File: config.mk
export PLATFORM = sky130hd
export DESIGN_NAME = steepest_descent_neighbor_pick_flat
export DESIGN_NICKNAME = d
export VERILOG_FILES = /design/src/sv/sdnp_pkg.sv /design/src/sv/sdnp_in_if.sv /design/src/sv/sdnp_out_if.sv /design/src/sv/sdnp_div.sv /design/src/sv/steepest_descent_neighbor_pick.sv /design/src/flat_wrapper.sv
export SDC_FILE = /design/constraint.sdc
export NUM_CORES = 1
export LEC_CHECK = 0
export BUFFER_PORTS_ARGS = -buffer_cell sky130_fd_sc_hd__buf_2
export CAP_MARGIN = 5
export CORE_MARGIN = 2
export CORE_UTILIZATION = 60
export DETAILED_ROUTE_END_ITERATION = 6
export PLACE_DENSITY = 0.82
export SYNTH_ARGS = -nofsm -noshare
export SYNTH_HDL_FRONTEND = slang
export SYNTH_SLANG_ARGS = --single-unit
File: constraint.sdc
create_clock -name i_clk -period 16.6 [get_ports i_clk]
set_input_delay 0.83 -clock i_clk [delete_from_list [all_inputs] [get_ports i_clk]]
set_output_delay 0.83 -clock i_clk [all_outputs]
set_load 0.01 [all_outputs]
File: src/sv/sdnp_pkg.sv
// sdnp_pkg: shared constants, types and the control program of the neighbor pick
// used by the channel interfaces, the top level and the checker
// no dependencies
package sdnp_pkg;

    // default widths of the terrain and coordinate fields
    localparam int HEIGHT_BITS_DEF = 16;
    localparam int COORD_BITS_DEF  = 12;

    // fixed field widths
    localparam int RAD_W  = 8;
    localparam int DIVR_W = 16;
    localparam int OUT_W  = 14;
    localparam int CNT_W  = 4;
    localparam int CALC_W = 18;

    // neighborhood layout, raster order, centre is cell 4
    localparam int NUM_NBR  = 8;
    localparam int NUM_CELL = 9;
    localparam logic [3:0] CENTRE_CELL = 4'd4;

    // slope scaling
    localparam int ORTHO_SCALE  = 100;
    localparam int DIAG_SCALE   = 141;
    localparam int WEIGHT_SCALE = 100;

    // tie-break lfsr, galois form shifting right
    localparam logic [15:0] LFSR_SEED = 16'hACE1;
    localparam logic [15:0] LFSR_TAPS = 16'hB400;

    // offset codes of a cell along one axis
    localparam logic [1:0] OFF_ZERO = 2'b00;
    localparam logic [1:0] OFF_POS  = 2'b01;
    localparam logic [1:0] OFF_NEG  = 2'b11;

    // jump conditions of the sequencer
    localparam logic [2:0] JC_NONE     = 3'd0;
    localparam logic [2:0] JC_NO_IN    = 3'd1;
    localparam logic [2:0] JC_BUSY     = 3'd2;
    localparam logic [2:0] JC_K_MORE   = 3'd3;
    localparam logic [2:0] JC_NO_TIE   = 3'd4;
    localparam logic [2:0] JC_OUT_FULL = 3'd5;

    // program step addresses
    localparam int NUM_STEPS = 9;
    localparam logic [3:0] STEP_IDLE  = 4'd0;
    localparam logic [3:0] STEP_LOAD  = 4'd1;
    localparam logic [3:0] STEP_WWAIT = 4'd2;
    localparam logic [3:0] STEP_STORE = 4'd3;
    localparam logic [3:0] STEP_TALLY = 4'd4;
    localparam logic [3:0] STEP_MOD   = 4'd5;
    localparam logic [3:0] STEP_MWAIT = 4'd6;
    localparam logic [3:0] STEP_PICK  = 4'd7;
    localparam logic [3:0] STEP_EMIT  = 4'd8;
    localparam logic [3:0] STEP_LAST  = STEP_EMIT;

    // one control word
    typedef struct packed {
        logic       in_rdy;
        logic       div_wgt;
        logic       div_mod;
        logic       store_w;
        logic       tally;
        logic       pick;
        logic       emit;
        logic [2:0] jmp_cond;
        logic [3:0] target;
    } t_uop;

    // control program: in_rdy, div_wgt, div_mod, store_w, tally, pick, emit, cond, target
    localparam t_uop UCODE [0:NUM_STEPS-1] = '{
        '{1'b1, 1'b0, 1'b0, 1'b0, 1'b0, 1'b0, 1'b0, JC_NO_IN,    STEP_IDLE},
        '{1'b0, 1'b1, 1'b0, 1'b0, 1'b0, 1'b0, 1'b0, JC_NONE,     STEP_IDLE},
        '{1'b0, 1'b0, 1'b0, 1'b0, 1'b0, 1'b0, 1'b0, JC_BUSY,     STEP_WWAIT},
        '{1'b0, 1'b0, 1'b0, 1'b1, 1'b0, 1'b0, 1'b0, JC_K_MORE,   STEP_LOAD},
        '{1'b0, 1'b0, 1'b0, 1'b0, 1'b1, 1'b0, 1'b0, JC_NONE,     STEP_IDLE},
        '{1'b0, 1'b0, 1'b1, 1'b0, 1'b0, 1'b0, 1'b0, JC_NO_TIE,   STEP_PICK},
        '{1'b0, 1'b0, 1'b0, 1'b0, 1'b0, 1'b0, 1'b0, JC_BUSY,     STEP_MWAIT},
        '{1'b0, 1'b0, 1'b0, 1'b0, 1'b0, 1'b1, 1'b0, JC_NONE,     STEP_IDLE},
        '{1'b0, 1'b0, 1'b0, 1'b0, 1'b0, 1'b0, 1'b1, JC_OUT_FULL, STEP_EMIT}
    };

    // raster cell of neighbor slot k (slots skip the centre)
    function automatic logic [3:0] nbr_cell(input logic [2:0] k);
        logic [3:0] c;
        c = {1'b0, k};
        if (k >= 3'd4) begin
            c = {1'b0, k} + 4'd1;
        end
        return c;
    endfunction

    // diagonal neighbor slots: nw, ne, sw, se
    function automatic logic nbr_diag(input logic [2:0] k);
        logic d;
        case (k)
            3'd0, 3'd2, 3'd5, 3'd7: d = 1'b1;
            default:                d = 1'b0;
        endcase
        return d;
    endfunction

    // column offset of a raster cell
    function automatic logic [1:0] cell_dx(input logic [3:0] c);
        logic [1:0] o;
        case (c)
            4'd0, 4'd3, 4'd6: o = OFF_NEG;
            4'd2, 4'd5, 4'd8: o = OFF_POS;
            default:          o = OFF_ZERO;
        endcase
        return o;
    endfunction

    // row offset of a raster cell
    function automatic logic [1:0] cell_dy(input logic [3:0] c);
        logic [1:0] o;
        case (c)
            4'd0, 4'd1, 4'd2: o = OFF_NEG;
            4'd6, 4'd7, 4'd8: o = OFF_POS;
            default:          o = OFF_ZERO;
        endcase
        return o;
    endfunction

endpackage

File: src/sv/sdnp_in_if.sv
// sdnp_in_if: valid/ready channel carrying one centre cell with its neighborhood
// depends on sdnp_pkg for the default widths
interface sdnp_in_if #(
    parameter int HEIGHT_BITS = sdnp_pkg::HEIGHT_BITS_DEF,
    parameter int COORD_BITS  = sdnp_pkg::COORD_BITS_DEF
);
    logic                   valid;
    logic                   ready;
    logic [COORD_BITS-1:0]  pos_x;
    logic [COORD_BITS-1:0]  pos_y;
    logic [HEIGHT_BITS-1:0] height_c;
    logic [HEIGHT_BITS-1:0] height_nw;
    logic [HEIGHT_BITS-1:0] height_n;
    logic [HEIGHT_BITS-1:0] height_ne;
    logic [HEIGHT_BITS-1:0] height_w;
    logic [HEIGHT_BITS-1:0] height_e;
    logic [HEIGHT_BITS-1:0] height_sw;
    logic [HEIGHT_BITS-1:0] height_s;
    logic [HEIGHT_BITS-1:0] height_se;
    logic [8:0]             visited_mask;

    modport source (
        output valid, pos_x, pos_y, height_c, height_nw, height_n, height_ne,
               height_w, height_e, height_sw, height_s, height_se, visited_mask,
        input  ready
    );
    modport sink (
        input  valid, pos_x, pos_y, height_c, height_nw, height_n, height_ne,
               height_w, height_e, height_sw, height_s, height_se, visited_mask,
        output ready
    );
endinterface

File: src/sv/sdnp_out_if.sv
// sdnp_out_if: valid/ready channel carrying the chosen cell and its tie count
// depends on sdnp_pkg for the field widths
interface sdnp_out_if;
    logic                               valid;
    logic                               ready;
    logic signed [sdnp_pkg::OUT_W-1:0]  next_x;
    logic signed [sdnp_pkg::OUT_W-1:0]  next_y;
    logic [sdnp_pkg::CNT_W-1:0]         tie_count;

    modport source (output valid, next_x, next_y, tie_count, input ready);
    modport sink   (input valid, next_x, next_y, tie_count, output ready);
endinterface

File: src/sv/sdnp_div.sv
// sdnp_div: unsigned restoring divider, two quotient bits per cycle
// standalone, used by the top level for the slope weights and the tie draw
module sdnp_div #(
    parameter int DW = 23,
    parameter int VW = 16
) (
    input  logic          i_clk,
    input  logic          i_rst_n,
    input  logic          i_start,
    input  logic [DW-1:0] i_dividend,
    input  logic [VW-1:0] i_divisor,
    output logic          o_busy,
    output logic [DW-1:0] o_quo,
    output logic [VW-1:0] o_rem
);
    localparam int NIT = (DW + 1) / 2;
    localparam int DWP = 2 * NIT;
    localparam int CW  = $clog2(NIT + 1);

    logic [DWP-1:0] r_q;
    logic [VW-1:0]  r_r;
    logic [VW-1:0]  r_d;
    logic [CW-1:0]  r_cnt;
    logic           r_busy;
    logic [DWP-1:0] n_q;
    logic [VW-1:0]  n_r;

    // two shift-subtract steps
    always_comb begin
        logic [VW:0] t;
        n_q = r_q;
        n_r = r_r;
        for (int i = 0; i < 2; i++) begin
            t   = {n_r, n_q[DWP-1]};
            n_q = {n_q[DWP-2:0], 1'b0};
            if (t >= {1'b0, r_d}) begin
                t      = t - {1'b0, r_d};
                n_q[0] = 1'b1;
            end
            n_r = t[VW-1:0];
        end
    end

    // iteration control
    always_ff @(posedge i_clk) begin
        if (!i_rst_n) begin
            r_busy <= 1'b0;
            r_cnt  <= '0;
        end else if (i_start) begin
            r_busy <= 1'b1;
            r_cnt  <= CW'(NIT);
        end else if (r_busy) begin
            r_cnt <= r_cnt - 1'b1;
            if (r_cnt == CW'(1)) begin
                r_busy <= 1'b0;
            end
        end
    end

    // operand and partial result registers
    always_ff @(posedge i_clk) begin
        if (i_start) begin
            r_q <= DWP'(i_dividend);
            r_r <= '0;
            r_d <= i_divisor;
        end else if (r_busy) begin
            r_q <= n_q;
            r_r <= n_r;
        end
    end

    assign o_busy = r_busy;
    assign o_quo  = r_q[DW-1:0];
    assign o_rem  = r_r;
endmodule

File: src/sv/steepest_descent_neighbor_pick.sv
// Steepest-descent neighbor pick. One input beat carries a centre cell, its height,
// the eight neighbor heights sampled step_radius cells away and a visited mask; one
// output beat gives the cell of steepest descent among the unvisited cells (ties
// broken by a 16-bit lfsr) and the tie count, or the centre with a count of 0 when
// no unvisited cell reaches the minimum slope. A microcoded sequencer runs each item
// through one shared restoring divider that yields two bits per cycle; eight slope
// divisions and the tie draw modulo all queue on that divider, and the modulo is
// skipped when no cell ties. The next item is taken as soon as the previous result
// sits in the output register.
// depends on sdnp_pkg, sdnp_in_if, sdnp_out_if and sdnp_div
module steepest_descent_neighbor_pick #(
    parameter int HEIGHT_BITS = sdnp_pkg::HEIGHT_BITS_DEF,
    parameter int COORD_BITS  = sdnp_pkg::COORD_BITS_DEF
) (
    input  logic                         i_clk,
    input  logic                         i_rst_n,
    input  logic                         i_cfg_we,
    input  logic [sdnp_pkg::RAD_W-1:0]   i_cfg_wdata,
    sdnp_in_if.sink                      i_item,
    sdnp_out_if.source                   o_res
);
    import sdnp_pkg::*;

    localparam int HB    = HEIGHT_BITS;
    localparam int DIV_W = (HB + 7 > 16) ? HB + 7 : 16;
    localparam int W_W   = DIV_W + 1;

    // sequencer
    logic [3:0]  r_pc;
    logic [3:0]  n_pc;
    t_uop        uop;
    logic        jmp;
    logic        div_busy;

    // captured item
    logic [COORD_BITS-1:0] r_px;
    logic [COORD_BITS-1:0] r_py;
    logic [HB-1:0]         r_hc;
    logic [HB-1:0]         r_hgt [NUM_NBR];
    logic [8:0]            r_vis;

    // working state
    logic [RAD_W-1:0]        r_radius;
    logic [15:0]             r_lfsr;
    logic [2:0]              r_k;
    logic signed [W_W-1:0]   r_wgt [NUM_NBR];
    logic signed [W_W-1:0]   r_min;
    logic [NUM_CELL-1:0]     r_tie;
    logic [CNT_W-1:0]        r_cnt;
    logic [OUT_W-1:0]        r_nx;
    logic [OUT_W-1:0]        r_ny;

    // output register
    logic                    r_ovld;
    logic [OUT_W-1:0]        r_onx;
    logic [OUT_W-1:0]        r_ony;
    logic [CNT_W-1:0]        r_otc;

    logic in_acc;
    logic out_free;

    assign uop      = UCODE[r_pc];
    assign in_acc   = i_item.valid && uop.in_rdy;
    assign out_free = !r_ovld || o_res.ready;

    // jump decision and next step
    always_comb begin
        case (uop.jmp_cond)
            JC_NO_IN:    jmp = !in_acc;
            JC_BUSY:     jmp = div_busy;
            JC_K_MORE:   jmp = (r_k != 3'(NUM_NBR - 1));
            JC_NO_TIE:   jmp = (r_cnt == '0);
            JC_OUT_FULL: jmp = !out_free;
            default:     jmp = 1'b0;
        endcase
        if (jmp) begin
            n_pc = uop.target;
        end else if (r_pc == STEP_LAST) begin
            n_pc = STEP_IDLE;
        end else begin
            n_pc = r_pc + 4'd1;
        end
    end

    // slope operand of the current neighbor
    logic [HB-1:0]       h_cur;
    logic signed [HB:0]  diff;
    logic                neg;
    logic [HB-1:0]       mag;
    logic [DIVR_W-1:0]   slope_den;

    always_comb begin
        h_cur = r_hgt[r_k];
        diff  = $signed({1'b0, h_cur}) - $signed({1'b0, r_hc});
        neg   = diff[HB];
        mag   = neg ? HB'((HB + 1)'(0) - diff) : diff[HB-1:0];
        if (r_radius == '0) begin
            slope_den = DIVR_W'(1);
        end else if (nbr_diag(r_k)) begin
            slope_den = DIVR_W'(r_radius) * DIVR_W'(DIAG_SCALE);
        end else begin
            slope_den = DIVR_W'(r_radius) * DIVR_W'(ORTHO_SCALE);
        end
    end

    // shared divider
    logic              div_start;
    logic [DIV_W-1:0]  div_a;
    logic [DIVR_W-1:0] div_b;
    logic [DIV_W-1:0]  div_quo;
    logic [DIVR_W-1:0] div_rem;

    assign div_start = uop.div_wgt || (uop.div_mod && r_cnt != '0);
    assign div_a     = uop.div_mod ? DIV_W'(r_lfsr)
                                   : DIV_W'(mag) * DIV_W'(WEIGHT_SCALE);
    assign div_b     = uop.div_mod ? DIVR_W'(r_cnt) : slope_den;

    sdnp_div #(
        .DW (DIV_W),
        .VW (DIVR_W)
    ) u_div (
        .i_clk      (i_clk),
        .i_rst_n    (i_rst_n),
        .i_start    (div_start),
        .i_dividend (div_a),
        .i_divisor  (div_b),
        .o_busy     (div_busy),
        .o_quo      (div_quo),
        .o_rem      (div_rem)
    );

    // signed weight from the quotient
    logic signed [W_W-1:0] w_new;
    logic                  w_open;

    assign w_new  = neg ? -$signed(W_W'(div_quo)) : $signed(W_W'(div_quo));
    assign w_open = !r_vis[nbr_cell(r_k)];

    // tie mask and count over all nine cells
    logic [NUM_CELL-1:0] tie_v;
    logic [CNT_W-1:0]    tie_n;

    always_comb begin
        tie_n = '0;
        for (int k = 0; k < NUM_NBR; k++) begin
            tie_v[nbr_cell(3'(k))] = !r_vis[nbr_cell(3'(k))] && (r_wgt[k] == r_min);
        end
        tie_v[CENTRE_CELL] = !r_vis[CENTRE_CELL] && (r_min == '0);
        for (int c = 0; c < NUM_CELL; c++) begin
            tie_n = tie_n + CNT_W'(tie_v[c]);
        end
    end

    // pick the tie entry and form the cell position
    logic [CNT_W-1:0]  pick_idx;
    logic [CNT_W-1:0]  run;
    logic [3:0]        sel;
    logic [CALC_W-1:0] x_w;
    logic [CALC_W-1:0] y_w;
    logic [CALC_W-1:0] rad_w;

    always_comb begin
        pick_idx = r_cnt - CNT_W'(1) - CNT_W'(div_rem);
        run      = '0;
        sel      = CENTRE_CELL;
        for (int c = 0; c < NUM_CELL; c++) begin
            if (r_tie[c] && run == pick_idx) begin
                sel = 4'(c);
            end
            run = run + CNT_W'(r_tie[c]);
        end
        rad_w = CALC_W'(r_radius);
        case (cell_dx(sel))
            OFF_NEG: x_w = CALC_W'(r_px) - rad_w;
            OFF_POS: x_w = CALC_W'(r_px) + rad_w;
            default: x_w = CALC_W'(r_px);
        endcase
        case (cell_dy(sel))
            OFF_NEG: y_w = CALC_W'(r_py) - rad_w;
            OFF_POS: y_w = CALC_W'(r_py) + rad_w;
            default: y_w = CALC_W'(r_py);
        endcase
    end

    // control registers
    always_ff @(posedge i_clk) begin
        if (!i_rst_n) begin
            r_pc     <= STEP_IDLE;
            r_radius <= RAD_W'(1);
            r_lfsr   <= LFSR_SEED;
            r_ovld   <= 1'b0;
        end else begin
            r_pc <= n_pc;
            if (i_cfg_we) begin
                r_radius <= i_cfg_wdata;
            end
            if (uop.pick && r_cnt != '0) begin
                r_lfsr <= r_lfsr[0] ? ((r_lfsr >> 1) ^ LFSR_TAPS) : (r_lfsr >> 1);
            end
            if (uop.emit && out_free) begin
                r_ovld <= 1'b1;
            end else if (o_res.ready) begin
                r_ovld <= 1'b0;
            end
        end
    end

    // datapath registers
    always_ff @(posedge i_clk) begin
        if (in_acc) begin
            r_px     <= i_item.pos_x;
            r_py     <= i_item.pos_y;
            r_hc     <= i_item.height_c;
            r_hgt[0] <= i_item.height_nw;
            r_hgt[1] <= i_item.height_n;
            r_hgt[2] <= i_item.height_ne;
            r_hgt[3] <= i_item.height_w;
            r_hgt[4] <= i_item.height_e;
            r_hgt[5] <= i_item.height_sw;
            r_hgt[6] <= i_item.height_s;
            r_hgt[7] <= i_item.height_se;
            r_vis    <= i_item.visited_mask;
            r_k      <= '0;
            r_min    <= '0;
        end
        if (uop.store_w) begin
            r_wgt[r_k] <= w_new;
            r_k        <= r_k + 3'd1;
            if (w_open && w_new < r_min) begin
                r_min <= w_new;
            end
        end
        if (uop.tally) begin
            r_tie <= tie_v;
            r_cnt <= tie_n;
        end
        if (uop.pick) begin
            r_nx <= x_w[OUT_W-1:0];
            r_ny <= y_w[OUT_W-1:0];
        end
        if (uop.emit && out_free) begin
            r_onx <= r_nx;
            r_ony <= r_ny;
            r_otc <= r_cnt;
        end
    end

    // ports
    assign i_item.ready    = uop.in_rdy;
    assign o_res.valid     = r_ovld;
    assign o_res.next_x    = $signed(r_onx);
    assign o_res.next_y    = $signed(r_ony);
    assign o_res.tie_count = r_otc;
endmodule

File: src/flat_wrapper.sv
// flat-port wrapper written by rule: the top's interface ports become plain ports
module steepest_descent_neighbor_pick_flat import sdnp_pkg::*;
#(
    parameter int HEIGHT_BITS = sdnp_pkg::HEIGHT_BITS_DEF,
    parameter int COORD_BITS  = sdnp_pkg::COORD_BITS_DEF
)
  (i_clk, i_rst_n, i_cfg_we, i_cfg_wdata, i_item_valid, i_item_pos_x, i_item_pos_y, i_item_height_c, i_item_height_nw, i_item_height_n, i_item_height_ne, i_item_height_w, i_item_height_e, i_item_height_sw, i_item_height_s, i_item_height_se, i_item_visited_mask, i_item_ready, o_res_valid, o_res_next_x, o_res_next_y, o_res_tie_count, o_res_ready);
  sdnp_in_if #(.HEIGHT_BITS(HEIGHT_BITS), .COORD_BITS(COORD_BITS)) i_item_i ();
  sdnp_out_if o_res_i ();
  input  logic i_clk;
  input  logic i_rst_n;
  input  logic i_cfg_we;
  input  logic [sdnp_pkg::RAD_W-1:0] i_cfg_wdata;
  input wire logic [$bits(i_item_i.valid)-1:0] i_item_valid;
  input wire logic [$bits(i_item_i.pos_x)-1:0] i_item_pos_x;
  input wire logic [$bits(i_item_i.pos_y)-1:0] i_item_pos_y;
  input wire logic [$bits(i_item_i.height_c)-1:0] i_item_height_c;
  input wire logic [$bits(i_item_i.height_nw)-1:0] i_item_height_nw;
  input wire logic [$bits(i_item_i.height_n)-1:0] i_item_height_n;
  input wire logic [$bits(i_item_i.height_ne)-1:0] i_item_height_ne;
  input wire logic [$bits(i_item_i.height_w)-1:0] i_item_height_w;
  input wire logic [$bits(i_item_i.height_e)-1:0] i_item_height_e;
  input wire logic [$bits(i_item_i.height_sw)-1:0] i_item_height_sw;
  input wire logic [$bits(i_item_i.height_s)-1:0] i_item_height_s;
  input wire logic [$bits(i_item_i.height_se)-1:0] i_item_height_se;
  input wire logic [$bits(i_item_i.visited_mask)-1:0] i_item_visited_mask;
  output wire logic [$bits(i_item_i.ready)-1:0] i_item_ready;
  output wire logic [$bits(o_res_i.valid)-1:0] o_res_valid;
  output wire logic [$bits(o_res_i.next_x)-1:0] o_res_next_x;
  output wire logic [$bits(o_res_i.next_y)-1:0] o_res_next_y;
  output wire logic [$bits(o_res_i.tie_count)-1:0] o_res_tie_count;
  input wire logic [$bits(o_res_i.ready)-1:0] o_res_ready;
  assign i_item_i.valid = i_item_valid;
  assign i_item_i.pos_x = i_item_pos_x;
  assign i_item_i.pos_y = i_item_pos_y;
  assign i_item_i.height_c = i_item_height_c;
  assign i_item_i.height_nw = i_item_height_nw;
  assign i_item_i.height_n = i_item_height_n;
  assign i_item_i.height_ne = i_item_height_ne;
  assign i_item_i.height_w = i_item_height_w;
  assign i_item_i.height_e = i_item_height_e;
  assign i_item_i.height_sw = i_item_height_sw;
  assign i_item_i.height_s = i_item_height_s;
  assign i_item_i.height_se = i_item_height_se;
  assign i_item_i.visited_mask = i_item_visited_mask;
  assign i_item_ready = i_item_i.ready;
  assign o_res_valid = o_res_i.valid;
  assign o_res_next_x = o_res_i.next_x;
  assign o_res_next_y = o_res_i.next_y;
  assign o_res_tie_count = o_res_i.tie_count;
  assign o_res_i.ready = o_res_ready;
  steepest_descent_neighbor_pick #(.HEIGHT_BITS(HEIGHT_BITS), .COORD_BITS(COORD_BITS)) u_core (.i_clk(i_clk), .i_rst_n(i_rst_n), .i_cfg_we(i_cfg_we), .i_cfg_wdata(i_cfg_wdata), .i_item(i_item_i), .o_res(o_res_i));
endmodule
==> reports/results.md <==
## STA
* count of final setup violators: 0
* number of pins with negative max-slew slack in the final report: 0
* Max-slew headroom: 0.135
* setup repair after global routing missed its margin: no
* clock skew: 0.0372 ns
* worst slew pin tran: 1.30 ns
* final hold vios: 0
* Max Clk Rate: 127 MHz
* final-layout setup total negative slack: 0 ns
* share of the cycle needed by the critical path after routing: 0.475
* clock period minus final worst setup slack: 7.88 ns

## Route
* number of vias in the routed layout: 21718
* Routed Wire Length: 75600 um
* via count normalized by instance count: 5.99
* Wirelength per Cell: 20.9 um
* detailed-route DRC error count: 0
* antenna viol nets, final: 0
* TritonRoute pass-1 iters: 6
* iteration-0 DRC count of the detailed router: 2175

## Clocking
* CTS tree: yes
* number of buffers inserted to repair setup after CTS: 0
* later-pin clock latency in the skew report: 0.64 ns
* Root Driver: sky130_fd_sc_hd__clkbuf_16
* CTS HTree Levels: 2
* TritonCTS Buffers: 55
* PostCTS Resize Cnt: 0
* number of buffers on the longest clock path: 3
* CTS sink cnt: 562
* count of hold buffers inserted by post-cts repair: 0
* clock transition at the register clock pins on the worst setup and hold paths after CTS: 0.06 ns

## Logic synthesis
* fraction of the mapped netlist area in simple logic gates: 0.0874
* leading cell types by total area after synthesis: sky130_fd_sc_hd__edfxtp_1 46%, sky130_fd_sc_hd__ha_1 10%, sky130_fd_sc_hd__xnor2_1 5.5%, sky130_fd_sc_hd__dfxtp_1 4.9%, sky130_fd_sc_hd__xor2_1 3.9%
* Cell Area, Synth: 31600 um^2
* adder-cell area share of the yosys netlist: 0.125
* share of the synthesized area in the top cell type: 0.461
* fraction of registers with async set/reset: 0
* flip-flop and latch count after synthesis: 562
* synth unique cells: 77
* xor and xnor area share after synthesis: 0.0973
* post-synth top area cell: sky130_fd_sc_hd__edfxtp_1
* main combinational cell family by area after synthesis: adder cells
* ys flop type: sky130_fd_sc_hd__edfxtp_1
* Post-Synthesis Cells: 2642
* number of enable flip-flop cells after synthesis: 484
* synthesized netlist net count: 3124
* multiplexer area fraction after synthesis: 0.0484
* YS warnings: 0
* mean cell area of the mapped netlist: 11.9 um^2
* synthesized-area fraction occupied by ao, oa, aoi and oai cells: 0.0933
* part of the Yosys area used for sequential elements: 0.510

## Hold path
* number of stages on the worst hold path: 1
* Worst Hold Endpoint: u_core.r_hgt[5][8]$_DFFE_PP_
* Hold Path Class: in -> reg
* Worst Hold Launch: i_item_height_sw[8]

## Floorplanning
* DIE HEIGHT: 233 um
* core region area: 52200 um^2
* width of the chip: 233 um
* Total Die Area: 54400 um^2
* number of placed I/O pins: 224
* starting density of the core: 0.604
* Std-Cell Rows: 84

## Job
* number of maximum-capacitance constraint violations: 0

## GRT
* initial antenna violation count: 0
* largest net degree at the start of global routing: 141
* most congested layer reported by global routing: met2
* met1 capacity usage during global routing: 0.365
* Global Route met2 Usage: 0.467
* vias in the first global route: 21868
* combined global-route utilization of all metal layers: 0.279
* overflow left after global routing: 0
* global-route wire length before repair: 118000 um
* met3 global-route usage: 0.0471

## Layout
* layout net count: 3368
* Area Overhead vs Synth: 12.5%
* Final Cell Area: 35500 um^2
* final core utilization: 0.680
* fraction of final layout cells sized beyond drive strength 1: 0.161

## Outcome
* result of the run: complete, no violations

## Placed design
* global placer's final weighted congestion: 0.908
* Port-buffer cells: 223
* Detail Placement HPWL: 54000 um
* instance area at placement: 33600 um^2

## Worst setup path
* slowest cell on the critical path: sky130_fd_sc_hd__mux4_2
* CP Data Arrival Time: 8.32 ns
* crit start category: flip-flop
* Worst Reg2Reg Path Length in Cells: 30
* Setup CP Type: reg -> reg
* Reg2Reg Setup Slack: 8.72 ns
* data required time at the worst endpoint: 17.04 ns
* worst-path maximum fanout: 37
* FF-to-FF End: u_core.u_div.r_q[21]$_DFFE_PP_
* sort of element at the end of the critical path: flip-flop
* biggest cell delay along the critical path: 0.57 ns

-- worst max-delay path, delay by kind of cell, from the launching register on --
kind,cells,cell delay [ns]
xor+xnor,1,0.29
buf+inv,5,0.89
fa+ha+maj,6,2.10
mux,3,1.05
compound gates,12,2.59
flops,1,0.32
simple gates,3,0.45
-- placed cells by master, fill, tap and decap left out, types with 10 or more instances in the layout --
cell type                   netlist  routed
sky130_fd_sc_hd__fa_1            37      37
sky130_fd_sc_hd__a21boi_0        16      16
sky130_fd_sc_hd__buf_4            4      48
sky130_fd_sc_hd__mux4_2          32      32
sky130_fd_sc_hd__clkbuf_16        0      55
sky130_fd_sc_hd__ha_1           255     255
sky130_fd_sc_hd__nand4_1         34      34
sky130_fd_sc_hd__a31oi_1         26      26
sky130_fd_sc_hd__dfxtp_1         78      77
sky130_fd_sc_hd__mux2_2          52      52
sky130_fd_sc_hd__o21ai_0         76      76
sky130_fd_sc_hd__o21a_1          10      10
sky130_fd_sc_hd__nor2_1         143     138
sky130_fd_sc_hd__clkinv_1         1      10
sky130_fd_sc_hd__xor2_1         140     140
sky130_fd_sc_hd__xnor2_1        198     198
sky130_fd_sc_hd__o21bai_1        38      38
sky130_fd_sc_hd__inv_1          236     236
sky130_fd_sc_hd__nor3_1          48      45
sky130_fd_sc_hd__or3_1           11      11
sky130_fd_sc_hd__a21oi_1        137     137
sky130_fd_sc_hd__a21o_1          37      37
sky130_fd_sc_hd__nor4_1          39      39
sky130_fd_sc_hd__edfxtp_1       484     484
sky130_fd_sc_hd__o31ai_1         10      10
sky130_fd_sc_hd__buf_2            5     223
sky130_fd_sc_hd__o211ai_1        12      12
sky130_fd_sc_hd__nand2b_1        16      16
sky130_fd_sc_hd__nor2b_1         32      31
sky130_fd_sc_hd__nand2_1        135     135
sky130_fd_sc_hd__mux2i_1         20      20
sky130_fd_sc_hd__and2_1          13      13
sky130_fd_sc_hd__and3_1          17      17
sky130_fd_sc_hd__nand3_1         53      53
-- sequential cells by signal, indices dropped and copies added (netlist names), 14 cells and up, named ones only --
name	flops
u_core.r_hgt	128
u_core.r_min	24
u_core.o_res.next_x	14
u_core.u_div.o_rem	16
u_core.r_wgt	192
u_core.u_div.r_q	24
u_core.o_res.next_y	14
u_core.r_lfsr	16
u_core.r_nx	14
u_core.r_ny	14
u_core.u_div.r_d	16
u_core.r_hc	16
-- stage by stage --
step	hold slack (ns)	worst slack, ns	std cells
after global routing	0.358	8.02	3620
final	0.376	8.72	3623
after floorplan	0.400	9.40	2642
after detailed placement	0.405	8.67	3517
after CTS	0.348	8.62	3620
after global placement	0.403	8.94	3517
-- cell families after synthesis --
logic type	Yosys count
fa+ha+maj	292
xor+xnor	344
compound gates	451
flops	562
mux	105
simple gates	566
buf+inv	322
-- cell usage after synthesis, drive strengths merged, types with 11 or more instances --
library cell	n
a21boi	16
a21o	37
a21oi	138
a31oi	27
and2	13
and3	17
buf	17
clkbuf	67
dfxtp	78
edfxtp	484
fa	37
ha	255
inv	237
mux2	52
mux2i	21
mux4	32
nand2	136
nand2b	16
nand3	53
nand4	34
nor2	143
nor2b	32
nor3	48
nor4	39
o211ai	12
o21ai	77
o21bai	38
or3	11
xnor2	198
xor2	144
-- layout make-up --
cell class                 count  area [um^2]
clock inverter                37          434
tap                          688          861
sequential                   562        16100
clock buffer                  66         1460
antenna                        3         7.51
inverter                     238          901
multi-input combinational   1758        14300
fill                        3597        16700
timing repair buffer         271         1480
-- metal layers --
layer	part of all wire	vias up
li1	-	10047
met1	0.39	10546
met2	0.49	948
met3	0.084	177
met4	0.036	0
met5	0	-
-- worst max path at each step --
stage | startpoint | end | cells after the start
after detailed placement | flip-flop | u_core.u_div.r_q[21]$_DFFE_PP_ | 30
final | flip-flop | u_core.u_div.r_q[21]$_DFFE_PP_ | 30
after global routing | flip-flop | u_core.u_div.r_q[21]$_DFFE_PP_ | 30
after floorplan | flip-flop | u_core.u_div.r_q[20]$_DFFE_PP_ | 31
after global placement | flip-flop | u_core.u_div.r_q[20]$_DFFE_PP_ | 30
after CTS | flip-flop | u_core.u_div.r_q[21]$_DFFE_PP_ | 30
Power is not shown: default switching activity piles up to over one toggle a cycle in this logic, so the estimate is an artifact.
